==> src/design/mse_pkg.sv <==
`timescale 1ns / 1ps

package mse_pkg;

    localparam int DEPTH  = 64;
    localparam int KEY_W  = 32;
    localparam int ADDR_W = $clog2(DEPTH);
    localparam int CNT_W  = $clog2(DEPTH + 1);
    localparam int SUM_W  = CNT_W + 1;

    typedef enum logic [2:0] {
        ST_IDLE,
        ST_CHECK,
        ST_PRIME,
        ST_MERGE,
        ST_EMIT_RD,
        ST_EMIT_OUT
    } t_state;

    typedef struct packed {
        logic load;
        logic sort_start;
        logic run_prime;
        logic merge_step;
        logic emit_start;
        logic emit_next;
        logic batch_clear;
    } t_cmd;

    typedef struct packed {
        logic pass_more;
        logic run_end;
        logic emit_last;
    } t_status;

endpackage

==> src/design/mse_ctrl.sv <==
`timescale 1ns / 1ps

module mse_ctrl
    import mse_pkg::*;
(
    input  logic    i_clk,
    input  logic    i_rst_n,
    input  logic    i_valid,
    input  logic    i_last_in,
    input  logic    i_stall,
    input  t_status i_status,
    output t_cmd    o_cmd,
    output logic    o_stall,
    output logic    o_valid
);

    t_state r_state;
    t_state n_state;

    always_ff @(posedge i_clk) begin
        if (!i_rst_n) begin
            r_state <= ST_IDLE;
        end else begin
            r_state <= n_state;
        end
    end

    always_comb begin
        n_state = r_state;
        case (r_state)
            ST_IDLE: begin
                if (i_valid && i_last_in) begin
                    n_state = ST_CHECK;
                end
            end
            ST_CHECK: begin
                n_state = i_status.pass_more ? ST_PRIME : ST_EMIT_RD;
            end
            ST_PRIME: begin
                n_state = ST_MERGE;
            end
            ST_MERGE: begin
                if (i_status.run_end) begin
                    n_state = ST_CHECK;
                end
            end
            ST_EMIT_RD: begin
                n_state = ST_EMIT_OUT;
            end
            ST_EMIT_OUT: begin
                if (!i_stall) begin
                    n_state = i_status.emit_last ? ST_IDLE : ST_EMIT_RD;
                end
            end
            default: begin
                n_state = ST_IDLE;
            end
        endcase
    end

    always_comb begin
        o_cmd   = '0;
        o_stall = 1'b1;
        o_valid = 1'b0;
        case (r_state)
            ST_IDLE: begin
                o_stall          = 1'b0;
                o_cmd.load       = i_valid;
                o_cmd.sort_start = i_valid && i_last_in;
            end
            ST_CHECK: begin
                o_cmd.emit_start = !i_status.pass_more;
            end
            ST_PRIME: begin
                o_cmd.run_prime = 1'b1;
            end
            ST_MERGE: begin
                o_cmd.merge_step = 1'b1;
            end
            ST_EMIT_RD: begin
                o_cmd = '0;
            end
            ST_EMIT_OUT: begin
                o_valid           = 1'b1;
                o_cmd.emit_next   = !i_stall && !i_status.emit_last;
                o_cmd.batch_clear = !i_stall && i_status.emit_last;
            end
            default: begin
                o_cmd = '0;
            end
        endcase
    end

endmodule

==> config.mk <==
export PLATFORM = sky130hd
export DESIGN_NAME = mse_ctrl
export DESIGN_NICKNAME = d
export VERILOG_FILES = /design/src/design/mse_pkg.sv /design/src/design/mse_ctrl.sv
export SDC_FILE = /design/constraint.sdc
export NUM_CORES = 1
export LEC_CHECK = 0
export BUFFER_PORTS_ARGS = -buffer_cell sky130_fd_sc_hd__buf_2
export CAP_MARGIN = 20
export CORE_AREA = 5 5 42 44
export CTS_CLUSTER_SIZE = 40
export DETAILED_ROUTE_END_ITERATION = 10
export DIE_AREA = 0 0 47 49
export GPL_ROUTABILITY_DRIVEN = 0
export PLACE_DENSITY = 0.5
export SETUP_SLACK_MARGIN = 0.15
export SYNTH_ARGS = -nofsm -noshare
export SYNTH_HDL_FRONTEND = slang
export SYNTH_SLANG_ARGS = --single-unit
==> constraint.sdc <==
create_clock -name i_clk -period 1.1 [get_ports i_clk]
set_input_delay 0.165 -clock i_clk [delete_from_list [all_inputs] [get_ports i_clk]]
set_output_delay 0.165 -clock i_clk [all_outputs]
set_load 0.05 [all_outputs]
=== After elaboration in Yosys (flattened, before gate mapping) ===
Cells that the tools add are included.

* Register bits after elaboration: 3
* Input bits: 8

* Eq/ne operators: 8
* Multiplexer cells: 13
* Reduce and logical (&&, ||, !) cells: 8

{| class="wikitable"
|+ Operators by type and width
! kind !! number
|-
| $pmux 3 s6 || 1
|-
| $mux 3 || 5
|-
| $eq 3x2->1 const B || 2
|-
| $eq 3x3->1 const B || 2
|-
| $ne 2x2->1 const B || 3
|-
| $mux 1 || 5
|-
| $mux 2 || 2
|-
| $eq 3x1->1 const B || 1
|-
| $logic_and 1x1->1 || 3
|-
| $logic_not 1->1 || 3
|-
| $logic_not 3->1 || 1
|-
| $reduce_and 3->1 || 1
|}

=== Longest topological paths before layout ===
* Depth in word-level cells: 3
* Gate-level depth with buffers: 4
* Mapped depth without buffers: 3

=== Least setup slack after synthesis ===
Ideal clock, no wire load.

* Kind: reg-to-output
* From: register r_state[1]
* To: output port o_cmd[2] in the netlist's numbering
* Arrival time: 2110 ps
* Data required time: 935 ps
* Path slack: -1175 ps
* Stages on the path, launching flop included: 3
* Path through: dfxtp_1 buf_2 nor4b_1

{| class="wikitable"
|+ RTL lines
! element !! RTL line !! text
|-
| start, declared || mse_ctrl.sv:17 || <nowiki>t_state r_state;</nowiki>
|-
| start signal, assigned || mse_ctrl.sv:24 || <nowiki>r_state <= n_state;</nowiki>
|-
| end, declared || mse_ctrl.sv:12 || <nowiki>output t_cmd o_cmd,</nowiki>
|}

==> impl_results.md <==
* Floorplan core area at roughly 1400 µm²
* Largest fanout on the critical path at 4
* Residual DRC at 0
* Peak supply drop at slightly below 800 µV
* Count of inserted antenna diode cells at 0
* Worst-Margin Slew at roughly 0.25 ns
* Clock buffers created by TritonCTS at 3
* Number of distinct standard cells referenced by the synthesized netlist at 20
* Number of antenna violations at the first check in global routing at 0
* Area share of the leading cell type in the synthesized netlist at 0.2667
* Max-cap violations at 0
* Detailed-route vias per instance at 4.280
* Net count, final at 68
* Share of the cycle needed by the critical path after routing at 1.261
* Core Rows at 14
* Setup violation total in the final timing report at 9
* HP Class: in2reg
* Avg Synthesized Cell Area at 7.766 µm²
* Power density of the placed cells at 975.7 nW/µm²
* Routed length per placed instance at 9.333 µm
* Sum of overflow across all layers after global routing at 0
* Total routing resource utilization after global routing at 0.07128
* Top cell type by total area after synthesis: dfxtp_1
* Post-route total power at between 0.0005 and 0.0006 W
* TritonCTS clock tree: done
* Buffer depth of the longest clock path at 2
* Worst r2r src: r_state[0]
* Maximum number of pins on one net before global-route repair at 8
* Post-synthesis sequential area ratio at 0.2667
* Final HPWL from detailed placement at between 500 and 600 µm
* Required arrival time at the worst endpoint at 0.94 ns
* Post-route clock skew at 0.004958 ns
* Clock root buffer master: clkbuf_4
* Port Buffer Count at 16
* X dimension of the die at 47 µm
* Capturing element type of the critical path: output pin
* Antenna violation net count after detailed routing at 0
* Cell types occupying the most area after synthesis: dfxtp_1, nor3b_1, nand2_1, buf_6, nor2_1
* Setup repair after global routing missed its margin: yes
* Worst setup path class: reg2out
* Post-route minimum period at 1.387 ns
* Crit path launch type: register
* Hold Path Stages at 2
* Share of final-layout standard cells stronger than drive strength 1 at 0.7627
* Detailed-route via count at 321
* Start point of the critical path: r_state[0]
* Highest Clock Rate at 0.7209 GHz
* Via count of the first global-routing pass at 323
* Data arrival time of the worst path at 1.22 ns
* Status: finished, violations left
* Worst skew pair latency at 0.23 ns
* Worst setup slack before clock tree synthesis at -0.1357 ns
* Number of endpoints with negative hold slack in the final report at 0
* Floorplan die area at 2303 µm²
* Leakage power at 0.2601 nW
* Least setup slack across all paths after layout at -0.2872 ns
* Flip-flop count of the largest register, all copies and words added at 3
* Max-slew headroom at 0.8366
* Biggest regs: r_state (3)
* Length in cells of the worst reg-to-reg path at 5
* Final core utilization at 0.4125
* Violations in the final reports: setup timing
* Clock slew at the register clock pins of the worst setup and hold paths at 0.04 ns
* Total I/O pin count at 17
* Final wirelength at 700 µm
* Clk sinks at 3
* Number of hold buffers added after CTS at 0
* First-pass detailed-route iteration total at 4
* Yosys warns at 0
* First-pass GRT wire length at 1235 µm
* Growth of design area from synthesis to finish at 156.7%
* Initial core utilization at 0.1607
* Post-synthesis cell count at 29
* Register bank with the most flops: r_state
* Violation count after the first detailed-routing iteration at 3
* Register bit count reported by yosys at 3
* Final Max Slew Viols at 0
* Hold path startpoint: i_rst_n
* H-tree depth at 1
* Combined area of all synthesized cells at approximately 230 µm²
* Chip Height at 49 µm
* Mapped Nets at 37
==> layer usage <==
metal / GRT usage / vias to the layer above / share of wire
li1: - / 164 / -
met1: 0.07743 / 143 / 0.41
met2: 0.1154 / 14 / 0.49
met3: 0.04428 / 0 / 0.097
met4: 0.01382 / 0 / 0
met5: 0 / - / 0
==> layout make-up <==
cell class | instances | area, µm²
clock buffer | 4 | 26.28
inverter | 1 | 3.754
timing repair buffer | 28 | 231.5
multi-input combinational | 23 | 227.7
sequential | 3 | 68.82
fill | 151 | 823.3
tap | 16 | 20.02
==> critical path, stage by stage, from the launching register on <==
cell	delay, ns
dfxtp_4	0.34
or3_4	0.40
nor2_4	0.09
buf_6	0.16
==> worst paths after layout <==
kind / to / slack [ns]
setup / recovery: o_cmd[5] / -0.29
hold / removal: r_state[0] / 0.19
setup reg to reg: r_state[2] / 0.10
hold reg to reg: r_state[2] / 0.61
==> Yosys cell counts <==
master	instances
and3b_1	1
a21oi_1	1
or3_4	1
buf_6	1
nor2_1	3
nor3b_1	3
and3b_2	1
nor4_1	1
o2111a_1	1
nand2_1	4
nor2_2	1
nor3_1	1
nor2b_1	1
o21ai_0	1
dfxtp_1	3
o22ai_1	1
inv_1	1
nand2b_1	1
buf_2	1
nor4b_1	1
==> kinds of logic (layout without fill, tap and decap cells) <==
family,count (synthesis),in the layout,share of synthesized area
DFF,3,3,0.2667
AOI/OAI and AO/OA,4,4,0.1222
buffers and inverters,3,33,0.08885
and+or+nand+nor,19,19,0.5223
==> placed cells by master (no fill, tap or decap), drive strengths merged, types with 2 or more instances in the layout <==
cell	Yosys	routed
and3b	2	2
buf	2	28
clkbuf	0	4
dfxtp	3	3
nand2	4	4
nor2	4	4
nor3b	3	3
==> per-stage QoR <==
stage	std cells	TNS, ns	instance area (µm²)	hold slack (ns)
finish	75	-1.964	578.1	0.1924
global route	75	-2.444	578.1	0.2021
CTS	75	-2.083	578.1	0.1895
detailed placement	69	-0.5890	466.7	0.4358
global placement	69	-0.6008	466.7	0.4388
floorplan	29	-0.9411	317.8	0.2971
==> timing repair <==
action,in CTS,in global routing
pin swaps,2,3
endpoints found under the setup margin,12,12
resized for setup,23,0
buffers inserted,2,0
==> report_power, final <==
group	internal (W)	switching [W]
registers	0.000117	0.00000859
logic	0.000107	0.000141
clock network	0.000136	0.0000548
total	0.000360	0.000204
(Power assumes the default switching activity.)
